<file path="src/fralu_pkg.sv">
// Shared types, operation codes and decode helpers for the four-register ALU machine.
package fralu_pkg;

   localparam int DATA_WIDTH_DEFAULT = 32;
   localparam int QUEUE_DEPTH        = 2;
   localparam int FIELD_WIDTH        = 32;

   typedef logic [3:0] kind_type;
   typedef logic [1:0] idx_type;

   localparam kind_type OP_ADDR = 4'd0;
   localparam kind_type OP_ADDI = 4'd1;
   localparam kind_type OP_MULR = 4'd2;
   localparam kind_type OP_MULI = 4'd3;
   localparam kind_type OP_BANR = 4'd4;
   localparam kind_type OP_BANI = 4'd5;
   localparam kind_type OP_BORR = 4'd6;
   localparam kind_type OP_BORI = 4'd7;
   localparam kind_type OP_SETR = 4'd8;
   localparam kind_type OP_SETI = 4'd9;
   localparam kind_type OP_GTIR = 4'd10;
   localparam kind_type OP_GTRI = 4'd11;
   localparam kind_type OP_GTRR = 4'd12;
   localparam kind_type OP_EQIR = 4'd13;
   localparam kind_type OP_EQRI = 4'd14;
   localparam kind_type OP_EQRR = 4'd15;

   typedef struct packed {
      kind_type kind;
      idx_type  dest;
      logic     a_reg;
      logic     b_reg;
      idx_type  a_idx;
      idx_type  b_idx;
      logic     bad;
   } ctl_type;

   function automatic logic uses_a_reg(input kind_type kind);
      logic r;
      case (kind)
         OP_SETI, OP_GTIR, OP_EQIR: r = 1'b0;
         default:                   r = 1'b1;
      endcase
      return r;
   endfunction

   function automatic logic uses_b_reg(input kind_type kind);
      logic r;
      case (kind)
         OP_ADDR, OP_MULR, OP_BANR, OP_BORR,
         OP_GTIR, OP_GTRR, OP_EQIR, OP_EQRR: r = 1'b1;
         default:                            r = 1'b0;
      endcase
      return r;
   endfunction

endpackage

</file>
<file path="src/four_register_alu_machine_unit.sv">
// Top level of the four-register ALU machine: front queue feeding the execute stage.
//
//   Channel  Direction  Handshake          Payload
//   req      in         req_valid/stall    kind, operand_a, operand_b, dest_index
//   rsp      out        rsp_valid/stall    reg0..reg3 values, bad_index
//
// One item per cycle sustained while rsp_stall is low. An accepted item is written
// into the front queue at the accepting edge and is then executed into the output
// register, which raises rsp_valid.
// The back end reads, computes and writes the register file in the cycle in which it
// pops the item, which sets the rate.
// Reset clears the register file to zero and empties the queue.
// rsp_stall holds the output register; the two-entry queue then fills and raises req_stall.
module four_register_alu_machine_unit #(
   parameter int DATA_WIDTH = fralu_pkg::DATA_WIDTH_DEFAULT
) (
   input  logic                                  clock,
   input  logic                                  reset,
   input  logic                                  req_valid,
   output logic                                  req_stall,
   input  fralu_pkg::kind_type                   req_kind,
   input  logic signed [fralu_pkg::FIELD_WIDTH-1:0] req_operand_a,
   input  logic signed [fralu_pkg::FIELD_WIDTH-1:0] req_operand_b,
   input  fralu_pkg::idx_type                    req_dest_index,
   output logic                                  rsp_valid,
   input  logic                                  rsp_stall,
   output logic signed [fralu_pkg::FIELD_WIDTH-1:0] rsp_reg0_value,
   output logic signed [fralu_pkg::FIELD_WIDTH-1:0] rsp_reg1_value,
   output logic signed [fralu_pkg::FIELD_WIDTH-1:0] rsp_reg2_value,
   output logic signed [fralu_pkg::FIELD_WIDTH-1:0] rsp_reg3_value,
   output logic                                  rsp_bad_index
);
   import fralu_pkg::*;

   logic                  q_valid;
   logic                  q_pop;
   ctl_type               q_ctl;
   logic [DATA_WIDTH-1:0] q_a_imm;
   logic [DATA_WIDTH-1:0] q_b_imm;

   fralu_front #(
      .DATA_WIDTH (DATA_WIDTH)
   ) u_front (
      .clock          (clock),
      .reset          (reset),
      .req_valid      (req_valid),
      .req_stall      (req_stall),
      .req_kind       (req_kind),
      .req_operand_a  (req_operand_a),
      .req_operand_b  (req_operand_b),
      .req_dest_index (req_dest_index),
      .q_valid        (q_valid),
      .q_pop          (q_pop),
      .q_ctl          (q_ctl),
      .q_a_imm        (q_a_imm),
      .q_b_imm        (q_b_imm)
   );

   fralu_back #(
      .DATA_WIDTH (DATA_WIDTH)
   ) u_back (
      .clock          (clock),
      .reset          (reset),
      .q_valid        (q_valid),
      .q_pop          (q_pop),
      .q_ctl          (q_ctl),
      .q_a_imm        (q_a_imm),
      .q_b_imm        (q_b_imm),
      .rsp_valid      (rsp_valid),
      .rsp_stall      (rsp_stall),
      .rsp_reg0_value (rsp_reg0_value),
      .rsp_reg1_value (rsp_reg1_value),
      .rsp_reg2_value (rsp_reg2_value),
      .rsp_reg3_value (rsp_reg3_value),
      .rsp_bad_index  (rsp_bad_index)
   );

endmodule

</file>
<file path="src/fralu_front.sv">
// Front end: accepts instruction items, classifies operands and queues them for execution.
module fralu_front #(
   parameter int DATA_WIDTH = fralu_pkg::DATA_WIDTH_DEFAULT
) (
   input  logic                                  clock,
   input  logic                                  reset,
   input  logic                                  req_valid,
   output logic                                  req_stall,
   input  fralu_pkg::kind_type                   req_kind,
   input  logic signed [fralu_pkg::FIELD_WIDTH-1:0] req_operand_a,
   input  logic signed [fralu_pkg::FIELD_WIDTH-1:0] req_operand_b,
   input  fralu_pkg::idx_type                    req_dest_index,
   output logic                                  q_valid,
   input  logic                                  q_pop,
   output fralu_pkg::ctl_type                    q_ctl,
   output logic [DATA_WIDTH-1:0]                 q_a_imm,
   output logic [DATA_WIDTH-1:0]                 q_b_imm
);
   import fralu_pkg::*;

   localparam int PTR_W = (QUEUE_DEPTH > 1) ? $clog2(QUEUE_DEPTH) : 1;
   localparam int CNT_W = $clog2(QUEUE_DEPTH + 1);

   ctl_type               ctl_ff   [QUEUE_DEPTH];
   logic [DATA_WIDTH-1:0] a_imm_ff [QUEUE_DEPTH];
   logic [DATA_WIDTH-1:0] b_imm_ff [QUEUE_DEPTH];
   logic [PTR_W-1:0]      wr_ptr_ff, wr_ptr_in;
   logic [PTR_W-1:0]      rd_ptr_ff, rd_ptr_in;
   logic [CNT_W-1:0]      count_ff, count_in;

   ctl_type               ctl_new;
   logic [DATA_WIDTH-1:0] a_imm_new;
   logic [DATA_WIDTH-1:0] b_imm_new;
   logic                  push;
   logic                  a_reg;
   logic                  b_reg;

   assign a_reg     = uses_a_reg(req_kind);
   assign b_reg     = uses_b_reg(req_kind);
   assign a_imm_new = DATA_WIDTH'(req_operand_a);
   assign b_imm_new = DATA_WIDTH'(req_operand_b);

   always_comb begin
      ctl_new.kind  = req_kind;
      ctl_new.dest  = req_dest_index;
      ctl_new.a_reg = a_reg;
      ctl_new.b_reg = b_reg;
      ctl_new.a_idx = req_operand_a[1:0];
      ctl_new.b_idx = req_operand_b[1:0];
      ctl_new.bad   = (a_reg && (|req_operand_a[FIELD_WIDTH-1:2]))
                   || (b_reg && (|req_operand_b[FIELD_WIDTH-1:2]));
   end

   assign req_stall = (count_ff == CNT_W'(QUEUE_DEPTH));
   assign push      = req_valid && !req_stall;

   assign q_valid = (count_ff != '0);
   assign q_ctl   = ctl_ff[rd_ptr_ff];
   assign q_a_imm = a_imm_ff[rd_ptr_ff];
   assign q_b_imm = b_imm_ff[rd_ptr_ff];

   always_comb begin
      wr_ptr_in = wr_ptr_ff;
      rd_ptr_in = rd_ptr_ff;
      count_in  = count_ff;
      if (push) begin
         wr_ptr_in = (wr_ptr_ff == PTR_W'(QUEUE_DEPTH - 1)) ? '0 : wr_ptr_ff + 1'b1;
      end
      if (q_pop) begin
         rd_ptr_in = (rd_ptr_ff == PTR_W'(QUEUE_DEPTH - 1)) ? '0 : rd_ptr_ff + 1'b1;
      end
      if (push && !q_pop) begin
         count_in = count_ff + 1'b1;
      end else if (!push && q_pop) begin
         count_in = count_ff - 1'b1;
      end
   end

   always_ff @(posedge clock) begin
      if (reset) begin
         wr_ptr_ff <= '0;
         rd_ptr_ff <= '0;
         count_ff  <= '0;
      end else begin
         wr_ptr_ff <= wr_ptr_in;
         rd_ptr_ff <= rd_ptr_in;
         count_ff  <= count_in;
      end
   end

   always_ff @(posedge clock) begin
      if (push) begin
         ctl_ff[wr_ptr_ff]   <= ctl_new;
         a_imm_ff[wr_ptr_ff] <= a_imm_new;
         b_imm_ff[wr_ptr_ff] <= b_imm_new;
      end
   end

   a_count_bound: assert property (@(posedge clock) disable iff (reset)
      count_ff <= CNT_W'(QUEUE_DEPTH))
      else $error("queue count exceeds depth");

   a_pop_nonempty: assert property (@(posedge clock) disable iff (reset)
      q_pop |-> count_ff != '0)
      else $error("pop from empty queue");

   a_push_pop_count: assert property (@(posedge clock) disable iff (reset)
      (push && !q_pop) |=> count_ff == $past(count_ff) + 1'b1)
      else $error("queue count did not advance on push");

endmodule

</file>
<file path="src/fralu_back.sv">
// Back end: executes queued instructions on the register file and holds the result item.
module fralu_back #(
   parameter int DATA_WIDTH = fralu_pkg::DATA_WIDTH_DEFAULT
) (
   input  logic                                  clock,
   input  logic                                  reset,
   input  logic                                  q_valid,
   output logic                                  q_pop,
   input  fralu_pkg::ctl_type                    q_ctl,
   input  logic [DATA_WIDTH-1:0]                 q_a_imm,
   input  logic [DATA_WIDTH-1:0]                 q_b_imm,
   output logic                                  rsp_valid,
   input  logic                                  rsp_stall,
   output logic signed [fralu_pkg::FIELD_WIDTH-1:0] rsp_reg0_value,
   output logic signed [fralu_pkg::FIELD_WIDTH-1:0] rsp_reg1_value,
   output logic signed [fralu_pkg::FIELD_WIDTH-1:0] rsp_reg2_value,
   output logic signed [fralu_pkg::FIELD_WIDTH-1:0] rsp_reg3_value,
   output logic                                  rsp_bad_index
);
   import fralu_pkg::*;

   logic [DATA_WIDTH-1:0]  rf_ff [4];
   logic [DATA_WIDTH-1:0]  rf_in [4];
   logic                   rsp_valid_ff, rsp_valid_in;
   logic [FIELD_WIDTH-1:0] out_ff [4];
   logic                   bad_ff;

   logic                   fire;
   logic [DATA_WIDTH-1:0]  a_val;
   logic [DATA_WIDTH-1:0]  b_val;
   logic [DATA_WIDTH-1:0]  result;

   assign fire  = q_valid && (!rsp_valid_ff || !rsp_stall);
   assign q_pop = fire;

   assign a_val = q_ctl.a_reg ? rf_ff[q_ctl.a_idx] : q_a_imm;
   assign b_val = q_ctl.b_reg ? rf_ff[q_ctl.b_idx] : q_b_imm;

   always_comb begin
      case (q_ctl.kind)
         OP_ADDR, OP_ADDI:          result = a_val + b_val;
         OP_MULR, OP_MULI:          result = DATA_WIDTH'(a_val * b_val);
         OP_BANR, OP_BANI:          result = a_val & b_val;
         OP_BORR, OP_BORI:          result = a_val | b_val;
         OP_SETR, OP_SETI:          result = a_val;
         OP_GTIR, OP_GTRI, OP_GTRR:
            result = DATA_WIDTH'($signed(a_val) > $signed(b_val));
         OP_EQIR, OP_EQRI, OP_EQRR: result = DATA_WIDTH'(a_val == b_val);
         default:                   result = '0;
      endcase
   end

   always_comb begin
      for (int i = 0; i < 4; i++) begin
         rf_in[i] = rf_ff[i];
      end
      if (fire && !q_ctl.bad) begin
         rf_in[q_ctl.dest] = result;
      end
   end

   always_comb begin
      rsp_valid_in = rsp_valid_ff;
      if (fire) begin
         rsp_valid_in = 1'b1;
      end else if (!rsp_stall) begin
         rsp_valid_in = 1'b0;
      end
   end

   always_ff @(posedge clock) begin
      if (reset) begin
         rsp_valid_ff <= 1'b0;
         for (int i = 0; i < 4; i++) begin
            rf_ff[i] <= '0;
         end
      end else begin
         rsp_valid_ff <= rsp_valid_in;
         for (int i = 0; i < 4; i++) begin
            rf_ff[i] <= rf_in[i];
         end
      end
   end

   always_ff @(posedge clock) begin
      if (fire) begin
         bad_ff <= q_ctl.bad;
         for (int i = 0; i < 4; i++) begin
            out_ff[i] <= FIELD_WIDTH'(rf_in[i]);
         end
      end
   end

   assign rsp_valid      = rsp_valid_ff;
   assign rsp_reg0_value = out_ff[0];
   assign rsp_reg1_value = out_ff[1];
   assign rsp_reg2_value = out_ff[2];
   assign rsp_reg3_value = out_ff[3];
   assign rsp_bad_index  = bad_ff;

   a_fire_shows: assert property (@(posedge clock) disable iff (reset)
      fire |=> rsp_valid_ff)
      else $error("executed item not presented");

   a_bad_flag: assert property (@(posedge clock) disable iff (reset)
      fire |=> bad_ff == $past(q_ctl.bad))
      else $error("bad index flag mismatch");

   a_bad_no_write: assert property (@(posedge clock) disable iff (reset)
      (fire && q_ctl.bad) |=> (rf_ff[0] == $past(rf_ff[0])) && (rf_ff[1] == $past(rf_ff[1]))
         && (rf_ff[2] == $past(rf_ff[2])) && (rf_ff[3] == $past(rf_ff[3])))
      else $error("register written on bad index");

   a_idle_hold: assert property (@(posedge clock) disable iff (reset)
      !fire |=> (rf_ff[0] == $past(rf_ff[0])) && (rf_ff[3] == $past(rf_ff[3])))
      else $error("register file changed without an item");

endmodule

</file>
<file path="config.mk">
export PLATFORM = sky130hd
export DESIGN_NAME = four_register_alu_machine_unit
export DESIGN_NICKNAME = d
export VERILOG_FILES = /design/src/fralu_pkg.sv /design/src/four_register_alu_machine_unit.sv /design/src/fralu_front.sv /design/src/fralu_back.sv
export SDC_FILE = /design/constraint.sdc
export NUM_CORES = 2
export LEC_CHECK = 0
export BUFFER_PORTS_ARGS = -buffer_cell sky130_fd_sc_hd__buf_2
export CORE_MARGIN = 1
export CORE_UTILIZATION = 40
export CTS_BUF_LIST = sky130_fd_sc_hd__clkbuf_8
export DETAILED_ROUTE_END_ITERATION = 10
export PLACE_DENSITY = 0.67
export SETUP_SLACK_MARGIN = 0.02
export SKIP_CTS_REPAIR_TIMING = 1
export SLEW_MARGIN = 5
export SYNTH_ARGS = -nofsm -noshare
export SYNTH_HDL_FRONTEND = slang
export SYNTH_SLANG_ARGS = --single-unit
</file>
<file path="constraint.sdc">
create_clock -name clock -period 10.9 [get_ports clock]
set_input_delay 0.545 -clock clock [delete_from_list [all_inputs] [get_ports clock]]
set_output_delay 0.545 -clock clock [all_outputs]
set_load 0.02 [all_outputs]
</file>
=== Yosys cells after proc, flatten, opt, wreduce, memory -nomap -nowiden ===
Memories as Yosys holds them, arrays and structs flattened. A register that Yosys moved wholly into a read port is not among the register bits.
Cells that the tools add are included.

* Magnitude comparators: 3
* Reduce and logical (&&, ||, !) cells: 29
* $mul: 1
* Bitwise gates (word level): 7
* Mux-type cells: 31
* Add/sub/neg operators: 5
* Eq/ne operators: 21

{| class="wikitable"
|+ Operator list
! kind !! number
|-
| 32-bit 2-to-1 mux || 7
|-
| 32-bit one-hot mux with 7 select lines || 1
|-
| 128-bit bitwise mux || 1
|-
| 128-bit 2-to-1 mux || 1
|-
| 32-bit demux with 2-bit select || 1
|-
| 30-bit OR reduction || 2
|-
| 4-bit equality test, second input constant || 11
|-
| 32-bit adder || 1
|-
| 32-bit bitwise AND || 1
|-
| 32-bit equality test || 1
|-
| 32-bit > comparator || 1
|-
| 32-bit by 32-bit multiplier with 32-bit output || 1
|-
| 32-bit OR || 1
|-
| 1-bit 2-to-1 mux || 18
|-
| 4-bit by 3-bit equality test with 1-bit output, second input constant || 4
|-
| 2-bit OR reduction || 5
|-
| 3-bit OR reduction || 3
|-
| 4-bit by 2-bit equality test with 1-bit output, second input constant || 2
|-
| 1-bit logical AND || 8
|-
| 1-bit logical NOT || 6
|-
| 4-bit by 1-bit equality test with 1-bit output, second input constant || 1
|-
| 4-bit logical NOT || 1
|-
| 2-bit 2-to-1 mux || 2
|-
| 1-bit OR || 4
|-
| other kinds (10) || 13
|}

* Memory bits (writable): 410
* Bits in read-only memories: 16
* Output and inout port bits: 131
* Logic and storage cells: 108
* Memories: 6
* Register bits: 6

{| class="wikitable"
|+ Memories
! name !! depth !! bits a word !! rd ports !! clocked after Yosys merged registers in !! wr ports !! RTL line !! RTL
|-
| u_back.out_ff || 4 || 32 || 4 || 0 || 4 || fralu_back.sv:25 || <nowiki>logic [FIELD_WIDTH-1:0] out_ff [4];</nowiki>
|-
| u_back.rf_ff || 4 || 32 || 6 || 0 || 4 || fralu_back.sv:22 || <nowiki>logic [DATA_WIDTH-1:0] rf_ff [4];</nowiki>
|-
| u_front.a_imm_ff || 2 || 32 || 1 || 1 || 1 || fralu_front.sv:25 || <nowiki>logic [DATA_WIDTH-1:0] a_imm_ff [QUEUE_DEPTH];</nowiki>
|-
| u_front.b_imm_ff || 2 || 32 || 1 || 1 || 1 || fralu_front.sv:26 || <nowiki>logic [DATA_WIDTH-1:0] b_imm_ff [QUEUE_DEPTH];</nowiki>
|-
| u_front.ctl_ff || 2 || 13 || 1 || 1 || 1 || fralu_front.sv:24 || <nowiki>ctl_type ctl_ff [QUEUE_DEPTH];</nowiki>
|-
| (no name shown) || 16 || 1 || 1 || 0 || 0 || fralu_pkg.sv:49 || <nowiki>case (kind)</nowiki>
|}

=== Depth between registers and ports, before layout ===
* Depth after elaboration: 8
* Mapped depth: 38

=== Modules after synthesis ===
From an unflattened synthesis, not the netlist that was laid out.

* Cells, all modules: 3471
* Area total of the unflattened synthesis: 35977.0 µm²

{| class="wikitable"
|+ By module, submodules not included
! module !! cells each !! area an instance (µm²) !! times used
|-
| fralu_back || 3187 || 30274.0 || 1
|-
| fralu_front || 284 || 5703.0 || 1
|}

=== Worst setup path after synthesis ===
Ideal clock, no wire load.

* Kind: register to register
* Start point: register with a tool-made name
* End point: memory u_back.out_ff[3][26], data pin
* Slack: 1657 ps
* Stages on the path, launching flop included: 33
* Arrival: 8976 ps
* Period minus slack after synthesis: 9243 ps
* Path buffers: 7
* Setup time: 267 ps
* Cells stage by stage: dfxtp_1 buf_6 buf_2 inv_1 buf_2 buf_2 buf_4 buf_1 mux2i_1 inv_1 clkbuf_1 nor2_1 fa_1 fa_1 fa_1 inv_1 fa_1 inv_1 fa_1 inv_1 fa_1 inv_1 fa_1 fa_1 ha_1 and3_1 a221oi_1 a21boi_0 o21ai_0 a211oi_1 nor3b_1 or2_2 o21ai_0

{| class="wikitable"
|+ RTL lines
! item !! RTL line
|-
| end, declared || fralu_back.sv:25
|}

==> out/qor.txt <==
Status: finished, final reports clean
Vias per cell: 5.68
Root Buffer: clkbuf_8
Final worst-path cycle share: 96.1%
GR Util met3: 4.68%
TritonCTS clock tree: yes
Share of post-route cells with drive strength above 1: 13.6%
Die X: 303 um
Via Count: 29,000
Row count: 109
Ys async rst share: 0%
Top cells by area, synth: edfxtp_1, fa_1, ha_1
Adder-cell share of the synthesized area: 30.2%
Synth Area in XOR/XNOR: 2.50%
Top-level port count: 205
Post-synthesis compound-gate area fraction: 9.12%
RSZ-0062 raised after global routing: no
YS warnings: 0
CP max-delay cell: dfxtp_4
Most frequent cell after synthesis: inv_1
Max_slew headroom: 27.9%
GRT met1 Usage: 38.5%
First-pass GRT wire length: 194,000 um
Area delta synth->final: 11.2%
Hold/Removal Path Class: in -> reg
DIE AREA: 91,500 sq um
Leading area contributor after synthesis: edfxtp_1
Mapped Nets: 4,382
Vias in the first global route: 29,200
Crit path max fanout: 30
Input/output buffers: 204
Min cycle time layout: 10.48 ns
Initial core utilization: 40.6%
DRC Markers: 0
CTS H-Tree Depth: 2
Data arrival time of the critical path: 10.88 ns
Max cap viols: 0
Worst-skew pair later-pin latency: 0.66 ns
Total core area: 88,900 sq um
Gpl congestion: 1.06
Crit path kind: reg -> reg
Netlist Area Pre-Place: 36,100 sq um
Register area share after synthesis: 30.3%
Post-synth top area share: 22.9%
CP max stage delay: 0.64 ns
Worst-case reg-to-reg path depth: 29
Mapped Cells: 3,680
Clk_skew: 0.0557 ns
Pre-antenna DRT Iters: 7
Die H: 303 um
CTS buffer count: 58
DP Wirelength: 104,000 um
Final TNS setup: 0 ns
Post-Route WL: 133,000 um
Worst-margin pin slew: 1.08 ns
Fmax achieved: 95.4 MHz
Synth Register Bits: 409
Hold depth: 1
Final hold violation count: 0
CP most frequent cell: fa_1
Synth Flop Type: edfxtp_1
Routed Antenna Nets: 0
Startpoint types: register
Final Slew Violations: 0
Initial antenna violation count: 3
Pin count of the biggest net entering global routing: 100
Clock sink count: 409
Final setup fails: 0
Total gr overflow: 0
Post-synth EDFFs: 275
M2 GR Usage: 45.7%
Netlist cell types: 82
Drt wl/cell: 26.0 um
CTS clock-pin slew for the worst setup and hold paths: 0.07 ns
GR peak layer: met2
Overall routing resource usage: 29.0%
Syn Area/Cell: 9.82 sq um
Initial drt markers: 3,332
Largest family of logic cells by synthesized area: adder cells
Crit. End Element: register
Top post-synthesis cells by count: inv_1, nand2_1, nor2_1
Synth Area in Simple Gates: 13.9%
Worst EP required: 11.30 ns
Post-synthesis mux area share: 6.67%
Nets@finish: 4,602
Clock tree buffer depth: 3
## layout by cell type (no fill, tap or decap), types with 24 or more instances in the layout
| master | synthesis | layout |
|---|---|---|
| ha_1 | 219 | 219 |
| edfxtp_1 | 275 | 275 |
| mux4_2 | 37 | 37 |
| nor2_1 | 453 | 451 |
| mux2i_1 | 110 | 107 |
| nand2_1 | 466 | 463 |
| a21oi_1 | 171 | 170 |
| fa_1 | 409 | 409 |
| o22ai_1 | 32 | 32 |
| clkbuf_8 | 0 | 65 |
| o21ai_0 | 124 | 124 |
| buf_4 | 5 | 133 |
| nor2b_1 | 105 | 105 |
| nor3_1 | 24 | 24 |
| inv_1 | 477 | 492 |
| dfxtp_1 | 134 | 133 |
| buf_2 | 21 | 203 |
| xnor2_1 | 78 | 78 |
## sequential cells by signal (all words and copies together), names as in the netlist, named ones only
| signal | flops |
|---|---|
| u_front.b_imm_ff | 64 |
| u_front.a_imm_ff | 64 |
| u_back.out_ff | 128 |
| u_back.rsp_valid | 1 |
| u_back.rf_ff | 128 |
| u_front.count_ff | 2 |
| u_back.rsp_bad_index | 1 |
| u_front.wr_ptr_ff | 1 |
| u_front.ctl_ff | 18 |
| u_front.rd_ptr_ff | 1 |
## worst paths after layout
kind	startpoint	to	slack, ns
max	register	u_back.out_ff[2][27]$_DFFE_PP_	0.42
min	req_dest_index[1]	u_front.ctl_ff[1][8]$_DFFE_PP_	0.09
max reg2reg	register	u_back.out_ff[2][27]$_DFFE_PP_	0.42
min reg2reg	u_back.rf_ff[3][28]$_SDFF_PP0_	u_back.rf_ff[3][28]$_SDFF_PP0_	0.50
## final cells by class
cell class                 instances  area [sq um]
multi-input combinational       2600         22700
tap                             1165          1460
antenna                            2          5.00
timing repair buffer             340          2090
fill                            8523         48700
clock buffer                      65           895
clock inverter                    44           233
inverter                         491          1850
sequential                       409         10900
## worst max-delay path: cells and delay by family, from the launching register on
family                   cells  cell delay [ns]
AO/OA/AOI/OAI                5             1.92
adder cells (fa/ha/maj)      9             4.15
multiplexers                 4             1.48
AND/OR/NAND/NOR              5             0.60
buffers and inverters        5             1.21
XOR/XNOR                     1             0.19
flip-flops                   1             0.64
## stage by stage
stage / setup slack (ns) / util (%) / cell area, sq um / hold slack (ns) / instances
after global routing: 0.0773 / 45.2 / 40200 / 0.0713 / 5115
final: 0.422 / 45.2 / 40200 / 0.0920 / 5116
after global placement: 0.735 / 43.9 / 39000 / 0.484 / 5005
after CTS: 0.591 / 45.2 / 40200 / 0.0566 / 5114
after floorplan: 1.66 / - / 36100 / 0.466 / 3680
after detailed placement: 0.623 / 43.9 / 39000 / 0.491 / 5005
## routing by layer
metal | wire length, um | vias to the layer above
met3 | 12300 | 335
met2 | 60300 | 1686
li1 | - | 12500
met1 | 52100 | 14500
met5 | 27 | -
met4 | 8220 | 4
## cells by family after synthesis
group / after synthesis
XOR/XNOR: 97
flip-flops: 409
multiplexers: 180
AND/OR/NAND/NOR: 1175
AO/OA/AOI/OAI: 520
buffers and inverters: 671
adder cells (fa/ha/maj): 628
Power is not shown: default switching activity piles up to over one toggle a cycle in this logic, so the estimate is an artifact.
